--- config.mk ---
export PLATFORM = sky130hd
export DESIGN_NAME = sprite_rle_frame_decoder_top
export DESIGN_NICKNAME = d
export VERILOG_FILES = /design/src/hdl/srfd_pkg.sv /design/src/hdl/srfd_front.sv /design/src/hdl/srfd_queue.sv /design/src/hdl/srfd_back.sv /design/src/hdl/sprite_rle_frame_decoder_top.sv
export SDC_FILE = /design/constraint.sdc
export NUM_CORES = 1
export LEC_CHECK = 0
export BUFFER_PORTS_ARGS = -buffer_cell sky130_fd_sc_hd__buf_2
export CORE_UTILIZATION = 55
export DETAILED_ROUTE_END_ITERATION = 16
export PLACE_DENSITY_LB_ADDON = 0.12
export SLEW_MARGIN = 20
export SYNTH_ARGS = -nofsm -noshare
export SYNTH_HDL_FRONTEND = slang
export SYNTH_HIERARCHICAL = 1
export SYNTH_SLANG_ARGS = --single-unit
--- constraint.sdc ---
create_clock -name clk -period 6.8 [get_ports clk]
set_clock_uncertainty 0.05 [all_clocks]
set_input_delay 1.36 -clock clk [delete_from_list [all_inputs] [get_ports clk]]
set_output_delay 1.36 -clock clk [all_outputs]
set_load 0.03 [all_outputs]
--- src/hdl/srfd_pkg.sv ---
package srfd_pkg;

  localparam int CFG_W     = 10;
  localparam int CFG_IDX_W = 1;
  localparam int CODE_W    = 8;
  localparam int RUN_W     = 7;
  localparam int COL_W     = 10;
  localparam int ADDR_W    = 18;
  localparam int QUEUE_DEPTH = 2;

  localparam logic [CFG_IDX_W-1:0] REG_FRAME_WIDTH  = 1'd0;
  localparam logic [CFG_IDX_W-1:0] REG_FRAME_HEIGHT = 1'd1;

  localparam logic [CODE_W-1:0] EOL_CODE   = 8'h80;
  localparam logic [RUN_W-1:0]  RUN_MASK   = 7'h7F;
  localparam logic [COL_W-1:0]  COLUMN_MAX = '1;

  localparam logic [1:0] OP_LIT  = 2'd0;
  localparam logic [1:0] OP_EOL  = 2'd1;
  localparam logic [1:0] OP_SKIP = 2'd2;

  typedef struct packed {
    logic [1:0]        kind;
    logic [CODE_W-1:0] data;
  } srfd_op_t;

endpackage

--- src/hdl/srfd_front.sv ---
module srfd_front (
  input  logic                     clk,
  input  logic                     rst,
  input  logic                     restart,
  input  logic                     in_valid,
  output logic                     in_stall,
  input  logic [srfd_pkg::CODE_W-1:0] code_byte,
  input  logic                     q_full,
  output logic                     push,
  output srfd_pkg::srfd_op_t       push_op
);
  import srfd_pkg::*;

  logic [RUN_W-1:0] literals_left;
  logic [RUN_W-1:0] literals_left_next;
  logic             accept;

  assign in_stall = q_full;
  assign accept   = in_valid && !q_full;

  // classify the beat: literal while a run is open, else a control byte
  always_comb begin
    literals_left_next = literals_left;
    push               = 1'b0;
    push_op.kind       = OP_LIT;
    push_op.data       = code_byte;
    if (accept) begin
      if (literals_left != '0) begin
        literals_left_next = literals_left - 1'b1;
        push               = 1'b1;
      end else if (code_byte == EOL_CODE) begin
        push         = 1'b1;
        push_op.kind = OP_EOL;
      end else if (code_byte[CODE_W-1]) begin
        push         = 1'b1;
        push_op.kind = OP_SKIP;
      end else begin
        // open a literal run; nothing for the back end yet
        literals_left_next = code_byte[RUN_W-1:0] & RUN_MASK;
      end
    end
  end

  always_ff @(posedge clk) begin
    if (rst || restart) begin
      literals_left <= '0;
    end else begin
      literals_left <= literals_left_next;
    end
  end

endmodule

--- src/hdl/srfd_queue.sv ---
module srfd_queue (
  input  logic               clk,
  input  logic               rst,
  input  logic               push,
  input  srfd_pkg::srfd_op_t push_op,
  input  logic               pop,
  output logic               q_valid,
  output logic               q_full,
  output srfd_pkg::srfd_op_t q_op
);
  import srfd_pkg::*;

  localparam int PTR_W = $clog2(QUEUE_DEPTH);

  srfd_op_t           mem [QUEUE_DEPTH];
  logic [PTR_W-1:0]   wr_ptr;
  logic [PTR_W-1:0]   rd_ptr;
  logic [PTR_W:0]     count;

  assign q_valid = count != '0;
  assign q_full  = count == (PTR_W+1)'(QUEUE_DEPTH);
  assign q_op    = mem[rd_ptr];

  always_ff @(posedge clk) begin
    if (push) begin
      mem[wr_ptr] <= push_op;
    end
  end

  always_ff @(posedge clk) begin
    if (rst) begin
      wr_ptr <= '0;
      rd_ptr <= '0;
      count  <= '0;
    end else begin
      if (push) begin
        wr_ptr <= wr_ptr + 1'b1;
      end
      if (pop) begin
        rd_ptr <= rd_ptr + 1'b1;
      end
      if (push && !pop) begin
        count <= count + 1'b1;
      end else if (pop && !push) begin
        count <= count - 1'b1;
      end
    end
  end

endmodule

--- src/hdl/srfd_back.sv ---
module srfd_back #(
  parameter int MAX_WIDTH  = 512,
  parameter int MAX_HEIGHT = 512
) (
  input  logic                                   clk,
  input  logic                                   rst,
  input  logic                                   restart,
  input  logic [$clog2(MAX_WIDTH+1)-1:0]         eff_w,
  input  logic [$clog2(MAX_HEIGHT+1)-1:0]        eff_h,
  input  logic                                   q_valid,
  input  srfd_pkg::srfd_op_t                     q_op,
  output logic                                   pop,
  output logic                                   out_valid,
  input  logic                                   out_stall,
  output logic                                   write_valid,
  output logic [srfd_pkg::ADDR_W-1:0]            pixel_address,
  output logic [srfd_pkg::CODE_W-1:0]            pixel_value,
  output logic                                   frame_end,
  output logic                                   overrun
);
  import srfd_pkg::*;

  localparam int WW = $clog2(MAX_WIDTH+1);
  localparam int RW = $clog2(MAX_HEIGHT);
  localparam int PW = RW + WW;
  localparam int DW = (WW > COL_W) ? WW : COL_W;

  logic [COL_W-1:0]  column;
  logic [COL_W-1:0]  column_next;
  logic [RW-1:0]     row;
  logic [RW-1:0]     row_next;
  logic [ADDR_W-1:0] row_base;
  logic [ADDR_W-1:0] row_base_next;
  logic              reload;

  logic [RW-1:0]     row_top;
  logic [PW-1:0]     start_prod;
  logic [ADDR_W-1:0] start_base;
  logic              in_frame;
  logic [COL_W:0]    skip_sum;
  logic [COL_W-1:0]  column_inc;
  logic              out_free;
  logic              has_result;
  logic              res_write;
  logic              res_end;
  logic              res_over;
  logic [ADDR_W-1:0] res_addr;
  logic [CODE_W-1:0] res_value;

  assign row_top    = RW'(eff_h - 1'b1);
  assign start_prod = PW'(row_top) * PW'(eff_w);
  assign start_base = ADDR_W'(start_prod);

  assign in_frame   = DW'(column) < DW'(eff_w);
  assign skip_sum   = {1'b0, column} + (COL_W+1)'(q_op.data[RUN_W-1:0] & RUN_MASK);
  assign column_inc = (column == COLUMN_MAX) ? column : column + 1'b1;

  assign out_free = !out_valid || !out_stall;
  assign pop      = q_valid && out_free && !reload;

  always_comb begin
    column_next   = column;
    row_next      = row;
    row_base_next = row_base;
    has_result    = 1'b0;
    res_write     = 1'b0;
    res_end       = 1'b0;
    res_over      = 1'b0;
    res_addr      = '0;
    res_value     = '0;
    if (reload) begin
      column_next   = '0;
      row_next      = row_top;
      row_base_next = start_base;
    end else if (pop) begin
      case (q_op.kind)
        OP_LIT: begin
          has_result = 1'b1;
          if (in_frame) begin
            res_write = 1'b1;
            res_addr  = row_base + ADDR_W'(column);
            res_value = q_op.data;
          end else begin
            res_over = 1'b1;
          end
          column_next = column_inc;
        end
        OP_EOL: begin
          if (row == '0) begin
            has_result    = 1'b1;
            res_end       = 1'b1;
            column_next   = '0;
            row_next      = row_top;
            row_base_next = start_base;
          end else begin
            column_next   = '0;
            row_next      = row - 1'b1;
            row_base_next = row_base - ADDR_W'(eff_w);
          end
        end
        OP_SKIP: begin
          column_next = skip_sum[COL_W] ? COLUMN_MAX : skip_sum[COL_W-1:0];
        end
        default: begin
          column_next = column;
        end
      endcase
    end
  end

  always_ff @(posedge clk) begin
    if (rst) begin
      column   <= '0;
      row      <= '0;
      row_base <= '0;
      reload   <= 1'b0;
    end else if (restart) begin
      // new geometry: load row base once the registers have settled
      column   <= '0;
      reload   <= 1'b1;
    end else begin
      column   <= column_next;
      row      <= row_next;
      row_base <= row_base_next;
      reload   <= 1'b0;
    end
  end

  always_ff @(posedge clk) begin
    if (rst) begin
      out_valid <= 1'b0;
    end else if (out_free) begin
      out_valid <= pop && has_result;
    end
  end

  always_ff @(posedge clk) begin
    if (out_free && pop && has_result) begin
      write_valid   <= res_write;
      pixel_address <= res_addr;
      pixel_value   <= res_value;
      frame_end     <= res_end;
      overrun       <= res_over;
    end
  end

endmodule

--- src/hdl/sprite_rle_frame_decoder_top.sv ---
// Run-length sprite frame decoder: takes one compressed byte per beat and
// emits pixel writes (row*width+column), overrun reports for literals past
// the frame width, and a frame_end beat on end-of-line at row zero. It
// sustains one byte per cycle while the output is not stalled; an accepted
// byte passes a two-entry queue between the byte classifier and the pixel
// unit, then the output register. Run headers, skips and inner
// end-of-line bytes give no output beat. Transparent pixels are not written,
// so clear the destination first. Write frame_width or frame_height only
// while idle; each write restarts the frame at the bottom row, and the
// pixel unit spends the cycle after the write loading the new row base.
module sprite_rle_frame_decoder_top #(
  parameter int MAX_WIDTH  = 512,
  parameter int MAX_HEIGHT = 512
) (
  input  logic                                 clk,
  input  logic                                 rst,
  input  logic                                 cfg_write,
  input  logic [srfd_pkg::CFG_IDX_W-1:0]       cfg_index,
  input  logic [srfd_pkg::CFG_W-1:0]           cfg_data,
  input  logic                                 in_valid,
  output logic                                 in_stall,
  input  logic [srfd_pkg::CODE_W-1:0]          code_byte,
  output logic                                 out_valid,
  input  logic                                 out_stall,
  output logic                                 write_valid,
  output logic [srfd_pkg::ADDR_W-1:0]          pixel_address,
  output logic [srfd_pkg::CODE_W-1:0]          pixel_value,
  output logic                                 frame_end,
  output logic                                 overrun
);
  import srfd_pkg::*;

  localparam int WW  = $clog2(MAX_WIDTH+1);
  localparam int HW  = $clog2(MAX_HEIGHT+1);
  localparam int DWW = (WW > CFG_W) ? WW : CFG_W;
  localparam int DHW = (HW > CFG_W) ? HW : CFG_W;

  logic [WW-1:0]  eff_w;
  logic [HW-1:0]  eff_h;
  logic [DWW-1:0] w_ext;
  logic [DHW-1:0] h_ext;
  logic [DWW-1:0] w_clamp;
  logic [DHW-1:0] h_clamp;

  logic     push;
  srfd_op_t push_op;
  logic     pop;
  logic     q_valid;
  logic     q_full;
  srfd_op_t q_op;

  // clamp at write time: zero acts as one, oversize acts as the maximum
  assign w_ext = DWW'(cfg_data);
  assign h_ext = DHW'(cfg_data);

  always_comb begin
    if (w_ext == '0) begin
      w_clamp = DWW'(1);
    end else if (w_ext > DWW'(MAX_WIDTH)) begin
      w_clamp = DWW'(MAX_WIDTH);
    end else begin
      w_clamp = w_ext;
    end
    if (h_ext == '0) begin
      h_clamp = DHW'(1);
    end else if (h_ext > DHW'(MAX_HEIGHT)) begin
      h_clamp = DHW'(MAX_HEIGHT);
    end else begin
      h_clamp = h_ext;
    end
  end

  always_ff @(posedge clk) begin
    if (rst) begin
      eff_w <= WW'(1);
      eff_h <= HW'(1);
    end else if (cfg_write) begin
      case (cfg_index)
        REG_FRAME_WIDTH:  eff_w <= WW'(w_clamp);
        REG_FRAME_HEIGHT: eff_h <= HW'(h_clamp);
        default: begin
          eff_w <= eff_w;
        end
      endcase
    end
  end

  srfd_front u_front (
    .clk       (clk),
    .rst       (rst),
    .restart   (cfg_write),
    .in_valid  (in_valid),
    .in_stall  (in_stall),
    .code_byte (code_byte),
    .q_full    (q_full),
    .push      (push),
    .push_op   (push_op)
  );

  srfd_queue u_queue (
    .clk     (clk),
    .rst     (rst),
    .push    (push),
    .push_op (push_op),
    .pop     (pop),
    .q_valid (q_valid),
    .q_full  (q_full),
    .q_op    (q_op)
  );

  srfd_back #(
    .MAX_WIDTH  (MAX_WIDTH),
    .MAX_HEIGHT (MAX_HEIGHT)
  ) u_back (
    .clk           (clk),
    .rst           (rst),
    .restart       (cfg_write),
    .eff_w         (eff_w),
    .eff_h         (eff_h),
    .q_valid       (q_valid),
    .q_op          (q_op),
    .pop           (pop),
    .out_valid     (out_valid),
    .out_stall     (out_stall),
    .write_valid   (write_valid),
    .pixel_address (pixel_address),
    .pixel_value   (pixel_value),
    .frame_end     (frame_end),
    .overrun       (overrun)
  );

  a_write_xor_overrun: assert property (@(posedge clk) disable iff (rst)
    out_valid |-> !(write_valid && overrun))
    else $error("pixel write and overrun in one beat");

  a_frame_end_alone: assert property (@(posedge clk) disable iff (rst)
    (out_valid && frame_end) |-> (!write_valid && !overrun))
    else $error("frame_end beat carries a pixel result");

  a_no_write_zero: assert property (@(posedge clk) disable iff (rst)
    (out_valid && !write_valid) |-> (pixel_address == '0 && pixel_value == '0))
    else $error("non-write beat has nonzero address or value");

  a_queue_stall: assert property (@(posedge clk) disable iff (rst)
    (pop && !push) |=> !q_full)
    else $error("queue full after a pop with no push");

endmodule
==> metrics, run 1 <==
status completed; Top-Level Pins 55; total track usage a little over a quarter; Synthesized Nets approximately 1300; number of placed instances, taps included between 1000 and 1500; vias in the first global route 7893; global-route wire length before repair 39.0 mm; number of DRC markers after the initial detailed-route iteration around 540; Total Nets Final around 1400; number of port buffers 54; placed wire-length estimate after detailed placement between 15 and 20 mm; Placed Instance Area slightly above 0.01 sq mm; filler instances between 1500 and 2000; layout cells sized above 1 about a tenth; final std cell area, no fill around 0.011 sq mm; largest net degree at the start of global routing 37; fin crit period ~6.3 ns; count of unresolved DRC violations after routing 0; Max Slew Vio Count 0; post-synthesis to final-layout area growth 10.1%; actual slew at the worst max-slew pin 1.10 ns; Worst Setup End Kind flop; total number of yosys warnings 6; commonest non-fill, non-tap cells in the layout nor2_1 (128), inv_1 (127), nand2_1 (105), ha_1 (83), dfxtp_1 (70); via count normalized by instance count around 6; die extent in y about 140 microns; RD Place Congestion between 0.9 and 1; Hold WC Path Type reg2reg; Highest Clock Rate between 0.15 and 0.2 GHz; Die Outline Area 0.0187 sq mm; x dimension of the die between 100 and 150 microns; number of setup buffers added after CTS 0; Int Power about 1.8 mW; pwr/cell area about 270 mW/mm^2; combined area of all synthesized cells between 0.009 and 0.01 sq mm; total wire length after detailed routing 24.1 mm; clock-pin transition on the worst setup and hold timing paths approximately 0.06 ns; via count about 8300; Final Hold Viols 0; level count of the clock H-tree 4; total iterations of the first detailed-routing run 5; number of antenna violations at the first check in global routing 0; final non-filler cell total roughly 1400; TritonCTS clock tree done; proportion of power drawn by combinational gates a little under two fifths; critical path fanouts, max 13; Rel. slew slack around a quarter; most common library cell in the layout ignoring fill and taps nor2_1; fraction of power consumed by the clock network between 30% and 40%; DRT antenna net count 0; sequential cell area in the final layout around 0.0029 sq mm; Max clock buf depth 2; final cycle utilization of the critical path roughly 90%; PnR worst setup slack about 0.51 ns; mean cell area of the mapped netlist 8.66 sq um; core box area 0.0175 sq mm; Final Total Pwr 2.95 mW; routed length per placed instance 16.8 microns; startpoint type of the worst setup path flop; number of buffers inserted during clock tree synthesis 17; global route overflow 0; leakage power summed over all cells about 4.7 nW; source-to-sink clock delay at the later pin of the worst-skew pair around 0.43 ns; footprint of the multi-input gates roughly 0.0064 sq mm; R2R Setup Slk 0.51 ns; number of instances in the synthesized netlist between 1000 and 1500; diode count 0; starting density of the core a little under three fifths; setup-violating endpoint count in the final report 0; cell at the root of the clock tree clkbuf_16; Num Clock Sinks about 120; Max-cap violations 0; class of the most critical setup path reg2reg; P_sw about 1.1 mW; Required @ worst endpoint slightly above 7 ns; hold buffer count at CTS 0; crit path DAT between 6 and 7 ns; proportion of power drawn by flip-flops and latches about a third; maximum VDD drop 226 uV; setup tns final 0 ns; floorplan row count between 40 and 50; worst slack at placement between 0.4 and 0.5 ns; RSZ-0062 raised after global routing no; switching fraction of total power about 39%
-- final timing paths --
kind                              start                          endpoint  depth (start not counted)
min          u_back/row[6]$_SDFFE_PP0P_        u_back/row[6]$_SDFFE_PP0P_                          2
max               eff_h[0]$_SDFFE_PP1P_  u_back/row_base[15]$_SDFFE_PP0P_                         23
min reg2reg  u_back/row[6]$_SDFFE_PP0P_        u_back/row[6]$_SDFFE_PP0P_                          2
max reg2reg       eff_h[0]$_SDFFE_PP1P_  u_back/row_base[15]$_SDFFE_PP0P_                         23
-- metrics by stage --
step	hold WS [ns]	utilization, %
final	0.438	62.7
after global routing	0.471	62.7
after CTS	0.437	62.7
after detailed placement	0.428	59.3
after global placement	0.418	59.3
after floorplan	0.391	-
-- final cells by class --
type	count	area share (%)
multi-input combinational	861	58.3
timing repair buffer	64	3.14
inverter	129	4.44
clock inverter	15	1.54
sequential	119	26.1
clock buffer	17	3.87
tap	225	2.56
-- routing by layer --
metal | wire length (microns) | GRT usage [%] | part of all wire, %
met1 | 11100 | 36.4 | 46
met2 | 11200 | 43.3 | 46
met3 | 1240 | 4.81 | 5.2
met4 | 510 | 9.94 | 2.1
met5 | 0 | 0 | 0
-- power by group through the flow --
stage	Sequential, mW	Combinational (mW)	Clock, mW
2_1_floorplan	1.00	0.773	0
3_3_place_gp	0.955	1.07	0
3_5_place_dp	0.957	1.08	0
4_1_cts	0.943	1.09	0.922
5_1_grt	0.956	1.22	0.957
6_report	0.943	1.10	0.907
-- what timing repair did --
item | CTS | global route
resized for setup | 0 | 1
hold endpoints to repair | 0 | 0
setup endpoints to repair | 0 | 1
-- registers in the layout (all words and copies together) (netlist names), named ones only --
| register | flops |
|---|---|
| u_front/literals_left | 7 |
| u_queue/rd_ptr | 1 |
| u_back/reload | 1 |
| u_back/write_valid | 1 |
| u_queue/count | 2 |
| u_back/frame_end | 1 |
| u_back/pixel_value | 8 |
| u_back/pixel_address | 18 |
| u_back/column | 10 |
| u_back/row_base | 18 |
| eff_h | 9 |
| eff_w | 10 |
| u_queue/wr_ptr | 1 |
| u_back/overrun | 1 |
| u_back/row | 9 |
| u_queue/mem | 20 |
| u_back/out_valid | 1 |
-- worst max-delay path, stage by stage (launching register included) --
cell and delay [ns]:
dfxtp_1 0.36, clkinvlp_4 0.22, ha_1 0.23, or4b_1 0.46, or4_1 0.50, xor2_1 0.31
buf_4 0.19, nor2_1 0.05, fa_1 0.54, inv_1 0.05, fa_1 0.52, inv_1 0.05
fa_1 0.53, inv_1 0.06, fa_1 0.52, inv_1 0.04, ha_1 0.35, a21oi_1 0.28
o21bai_1 0.11, a22oi_1 0.20, nor2b_1 0.20, xnor2_1 0.13, o221ai_1 0.12, a21oi_1 0.12
Note: power is estimated with default switching activity, not from simulation.
==> run 2: changes to the inputs <==
- CTS_BUF_LIST: not set -> sky130_fd_sc_hd__clkbuf_2 sky130_fd_sc_hd__clkbuf_4 sky130_fd_sc_hd__clkbuf_8
- CTS_CLUSTER_DIAMETER: not set -> 40
==> run 2 against run 1 <==
  * Critical path depth did not move
  * Largest cell class unchanged
  * Die area unchanged
  * Sequential power barely moved
  * Register-to-register slack is essentially flat
  * Combinational power hardly changed
  * Cell count did not move
  * Utilization shrank 1.1 points
  * Clock power fell by 27%
==> metrics, run 2 (same netlist as run 1, synthesis figures left out) <==
status completed; number of port buffers 54 (unchanged); most common library cell in the layout ignoring fill and taps nor2_1; largest net degree at the start of global routing 37 (unchanged); diode count 0 (unchanged); proportion of power drawn by combinational gates 40.7% (+3.4 points); number of antenna violations at the first check in global routing 0 (unchanged); total wire length after detailed routing 23.9 mm (-0.80%); post-synthesis to final-layout area growth 8.22%; Max Slew Vio Count 0 (unchanged); routed length per placed instance 16.7 microns (-0.80%); via count normalized by instance count 5.82 (-0.23%); final std cell area, no fill 0.0108 sq mm (-1.7%); Placed Instance Area 0.0104 sq mm (unchanged); clock-pin transition on the worst setup and hold timing paths 0.09 ns (+0.03 ns); cell at the root of the clock tree clkbuf_8; actual slew at the worst max-slew pin 1.06 ns (-0.0376 ns); fin crit period 6.28 ns (-0.0108 ns); global-route wire length before repair 38.7 mm (-0.80%); number of buffers inserted during clock tree synthesis 17 (unchanged); commonest non-fill, non-tap cells in the layout nor2_1 (128), inv_1 (127), nand2_1 (105), ha_1 (83), dfxtp_1 (70); final cycle utilization of the critical path 92.3% (-0.16 points); TritonCTS clock tree done; Hold WC Path Type reg2reg; total track usage 26.8% (-0.28 points); Required @ worst endpoint 7.13 ns (+0.03 ns); number of placed instances, taps included 1398 (unchanged); Int Power 1.60 mW (-12%); class of the most critical setup path reg2reg; proportion of power drawn by flip-flops and latches 34.8% (+2.9 points); depth of the worst register-to-register path 23 (unchanged); timing startpoint of the critical path eff_h[0]$_SDFFE_PP1P_; Worst Setup End Kind flop; layout cells sized above 1 10.6% (unchanged); maximum VDD drop 189 uV (-16%); Worst Min Path Start u_back/row[6]$_SDFFE_PP0P_; critical register-to-register path startpoint eff_h[0]$_SDFFE_PP1P_; hold path depth 2 (unchanged); floorplan row count 48 (unchanged); Final Hold Viols 0 (unchanged); Finished Core Util 61.6% (-1.1 points); count of unresolved DRC violations after routing 0 (unchanged); vias in the first global route 7801 (-1.2%); worst slack at placement 0.447 ns (unchanged); Num Clock Sinks 119 (unchanged); DRT antenna net count 0 (unchanged); RSZ-0062 raised after global routing no; via count 8321 (-0.23%); placed wire-length estimate after detailed placement 18.6 mm (unchanged); Rel. slew slack 28.9% (+2.5 points); leakage power summed over all cells 4.63 nW (-1.8%); Die Outline Area 0.0187 sq mm (unchanged); fraction of power consumed by the clock network 24.5% (-6.2 points); Max-cap violations 0 (unchanged); Highest Clock Rate 0.159 GHz (+0.17%); switching fraction of total power 40.9% (+2.3 points); Final Total Pwr 2.70 mW (-8.4%); setup tns final 0 ns (unchanged); Max clock buf depth 2 (unchanged); global route overflow 0 (unchanged); number of DRC markers after the initial detailed-route iteration 498 (-7.9%); die extent in y 137 microns (unchanged); P_sw 1.10 mW (-2.9%); Top-Level Pins 55 (unchanged); number of setup buffers added after CTS 0 (unchanged); crit path DAT 6.61 ns (+0.02 ns); Total Nets Final 1358 (unchanged); largest registers u_queue/mem x20, u_back/pixel_address x18, u_back/row_base x18; max reg flops 20 (unchanged); most flop-heavy register u_queue/mem; starting density of the core 56.9% (unchanged); RD Place Congestion 0.910 (unchanged); total iterations of the first detailed-routing run 5 (unchanged); startpoint type of the worst setup path flop; hold_ws 0.441 ns (+0.00298 ns); x dimension of the die 137 microns (unchanged); PnR worst setup slack 0.523 ns (+0.0108 ns); core box area 0.0175 sq mm (unchanged); level count of the clock H-tree 4 (unchanged); pwr/cell area 250 mW/mm^2 (-6.8%); critical path fanouts, max 13 (unchanged); source-to-sink clock delay at the later pin of the worst-skew pair 0.46 ns (+0.03 ns); setup-violating endpoint count in the final report 0 (unchanged); final non-filler cell total 1430 (unchanged)
run 2: changes by cell type in the layout (fill, tap and decap cells not counted):
cell,previous run,this run
clkbuf_8,0,17
clkbuf_16,17,0
run 2: repair_timing:
| action | CTS | global route |
|---|---|---|
| setup endpoints to repair | 0 | 1 |
| hold buffers | 0 | 0 |
| resized for setup | 0 | 1 |
| hold endpoints to repair | 0 | 0 |
run 2: final cells by class:
class	count	area, sq um
fillers	1586	6740
multi-input cells	861	6410
flip-flops and latches	119	2870
inverters	129	488
repair buffers	64	345
well taps	225	282
clock buffers	17	234
clock inverters	15	169
run 2: worst paths after layout:
| check | endpoint | slack (ns) |
|---|---|---|
| worst min-delay path | u_back/row[6]$_SDFFE_PP0P_ | 0.44 |
| worst max register to register | u_back/row_base[15]$_SDFFE_PP0P_ | 0.52 |
| worst min register to register | u_back/row[6]$_SDFFE_PP0P_ | 0.44 |
| worst max-delay path | u_back/row_base[15]$_SDFFE_PP0P_ | 0.52 |
run 2: power groups by stage:
stage | Clock (mW) | Sequential [mW] | Combinational [mW]
final | 0.663 | 0.941 | 1.10
after floorplan | 0 | 1.00 | 0.773
after detailed placement | 0 | 0.957 | 1.08
after global routing | 0.709 | 0.955 | 1.22
after CTS | 0.677 | 0.942 | 1.09
after global placement | 0 | 0.955 | 1.07
run 2: worst max-delay path, cell delays in order, from the launching register on:
cell	delay (ns)
dfxtp_1	0.36
clkinvlp_4	0.21
ha_1	0.23
or4b_1	0.46
or4_1	0.50
xor2_1	0.32
buf_4	0.19
nor2_1	0.05
fa_1	0.54
inv_1	0.05
fa_1	0.52
inv_1	0.05
fa_1	0.53
inv_1	0.06
fa_1	0.52
inv_1	0.04
ha_1	0.35
a21oi_1	0.28
o21bai_1	0.11
a22oi_1	0.20
nor2b_1	0.20
xnor2_1	0.13
o221ai_1	0.12
a21oi_1	0.12
run 2: metal layers:
metal  global-route usage (%)  wire length, microns  up-vias
met5                        0                     0        -
met1                     36.2                 11100     3951
li1                         -                     -     4046
met2                     43.3                 11100      287
met4                     8.95                   459        0
met3                     4.52                  1260       37
==> run 3: changes to the inputs <==
==> constraint.sdc (replaced) <==
create_clock -name clk -period 6.8 [get_ports clk]
set_clock_uncertainty 0.05 [all_clocks]
set_input_delay 0.34 -clock clk [delete_from_list [all_inputs] [get_ports clk]]
set_output_delay 0.34 -clock clk [all_outputs]
set_load 0.03 [all_outputs]
==> run 3 against run 2 <==
  * Via count decreased by 0.75%
  * Clock power increased by 0.8%
  * Worst hold slack got worse by 0.37 ns
  * Design area about the same
  * Critical path depth decreased by 3
  * Sequential cell count unchanged
  * Worst setup slack got worse by 0.097 ns
  * Critical endpoint unchanged
  * Register-to-register slack got worse by 0.097 ns
  * Die area unchanged
  * Sequential power about the same
  * Largest power group unchanged
  * Maximum frequency decreased by 1.5%
  * Routed wire length decreased by 0.21%
==> metrics, run 3 (same netlist as run 1, synthesis figures left out) <==
Max Slew Vio Count 0 (unchanged); number of port buffers 54 (unchanged); Num Clock Sinks 119 (unchanged); most common library cell in the layout ignoring fill and taps nor2_1; final cycle utilization of the critical path 93.7% (+1.4 points); total iterations of the first detailed-routing run 8 (+3); total track usage 26.8% (+0.048 points); Rel. slew slack 25.6% (-3.3 points); largest net degree at the start of global routing 57 (+54%); placed wire-length estimate after detailed placement 18.4 mm (-1.3%); core box area 0.0175 sq mm (unchanged); layout cells sized above 1 10.7% (+0.083 points); Die Outline Area 0.0187 sq mm (unchanged); via count 8259 (-0.75%); setup tns final 0 ns (unchanged); critical path fanouts, max 13 (unchanged); Max clock buf depth 2 (unchanged); TritonCTS clock tree done; Hold WC Path Type in2reg; number of resized instances in the post-cts repair step 0 (unchanged); Final Total Pwr 2.71 mW (+0.26%); RSZ-0062 raised after global routing no; hold_ws 0.0726 ns (-0.369 ns); most flop-heavy register u_queue/mem; filler instances 1585 (-0.063%); DRT antenna net count 0 (unchanged); leakage power summed over all cells 4.62 nW (-0.30%); status completed; maximum VDD drop 223 uV (+18%); commonest non-fill, non-tap cells in the layout nor2_1 (128), inv_1 (127), nand2_1 (105), ha_1 (83), dfxtp_1 (70); starting density of the core 56.9% (unchanged); total wire length after detailed routing 23.8 mm (-0.21%); clock-pin transition on the worst setup and hold timing paths 0.08 ns (about the same); worst slack at placement 0.414 ns (-0.0328 ns); depth of the worst register-to-register path 20 (-13%); PnR worst setup slack 0.427 ns (-0.0966 ns); number of setup buffers added after CTS 0 (unchanged); Max-cap violations 0 (unchanged); crit path DAT 6.69 ns (+0.08 ns); setup-violating endpoint count in the final report 0 (unchanged); via count normalized by instance count 5.78 (-0.75%); die extent in y 137 microns (unchanged); hold buffer count at CTS 0 (unchanged); Top-Level Pins 55 (unchanged); hold path depth 1 (-1); Placed Instance Area 0.0104 sq mm (unchanged); Total Nets Final 1358 (unchanged); pwr/cell area 251 mW/mm^2 (+0.23%); number of antenna violations at the first check in global routing 0 (unchanged); largest registers u_queue/mem x20, u_back/pixel_address x18, u_back/row_base x18; global-route wire length before repair 39.0 mm (+0.77%); post-synthesis to final-layout area growth 8.26% (about the same); startpoint type of the worst setup path flop; x dimension of the die 137 microns (unchanged); Highest Clock Rate 0.157 GHz (-1.5%); cell at the root of the clock tree clkbuf_8; source-to-sink clock delay at the later pin of the worst-skew pair 0.45 ns (about the same); RD Place Congestion 0.919 (+1.1%); Required @ worst endpoint 7.12 ns (about the same); number of buffers inserted during clock tree synthesis 17 (unchanged); final non-filler cell total 1430 (unchanged); vias in the first global route 7628 (-2.2%); Final Hold Viols 0 (unchanged); floorplan row count 48 (unchanged); final std cell area, no fill 0.0108 sq mm (about the same); class of the most critical setup path reg2reg; sequential cell area in the final layout 0.00287 sq mm (unchanged); global route overflow 0 (unchanged); number of DRC markers after the initial detailed-route iteration 467 (-6.2%); Finished Core Util 61.6% (about the same); footprint of the multi-input gates 0.00641 sq mm (unchanged); count of unresolved DRC violations after routing 0 (unchanged); routed length per placed instance 16.7 microns (-0.21%); number of placed instances, taps included 1398 (unchanged); max reg flops 20 (unchanged); fin crit period 6.37 ns (+0.0966 ns); diode count 0 (unchanged); actual slew at the worst max-slew pin 1.11 ns (+0.0489 ns); level count of the clock H-tree 4 (unchanged); Worst Setup End Kind flop
-- run 3: cell types whose count changed in the layout (fill, tap and decap cells not counted), sizes merged --
cell,change
clkinv,-5
clkinvlp,+4
clkbuf,+1
-- run 3: critical path, stage by stage, from the launching register on --
cell        delay [ns]
dfxtp_1           0.36
clkinvlp_4        0.21
ha_1              0.23
or4b_1            0.46
or4_1             0.50
xor2_1            0.31
nor2_1            0.11
fa_1              0.53
fa_1              0.52
fa_1              0.54
inv_1             0.05
fa_1              0.53
inv_1             0.04
ha_1              0.37
a2111oi_0         0.38
o21ai_0           0.20
a22oi_1           0.28
nor2b_1           0.19
xnor2_1           0.14
o221ai_1          0.13
a21oi_1           0.14
-- run 3: path summary, 6_finish.rpt --
check	to	slack, ns	startpoint
hold / removal	u_queue/mem[0][6]$_DFFE_PP_	0.07	code_byte[6]
setup reg to reg	u_back/row_base[15]$_SDFFE_PP0P_	0.43	eff_h[0]$_SDFFE_PP1P_
setup / recovery	u_back/row_base[15]$_SDFFE_PP0P_	0.43	eff_h[0]$_SDFFE_PP1P_
hold reg to reg	u_queue/count[1]$_SDFFE_PP0P_	0.45	u_queue/count[1]$_SDFFE_PP0P_
-- run 3: area by class of cell --
cell class                      instances  area share (%)
Tap cell                              225            2.61
Inverter                              129            4.52
Clock buffer                           18            2.23
Sequential cell                       119            26.6
Multi-Input combinational cell        861            59.3
Timing Repair Buffer                   64            3.20
Clock inverter                         14            1.53
-- run 3: where the power goes --
part           leakage, nW  total, mW  switching, mW  internal, mW
registers             1.03      0.942         0.0803         0.861
logic                 3.40       1.10          0.698         0.403
clock network        0.194      0.668          0.329         0.339
total                 4.62       2.71           1.11          1.60
-- run 3: per-layer routing --
metal  wire length [microns]  global-route usage [%]
met1                   11100                    37.1
met2                   11000                    43.1
met3                    1230                    4.07
met4                     478                    8.02
met5                       0                       0
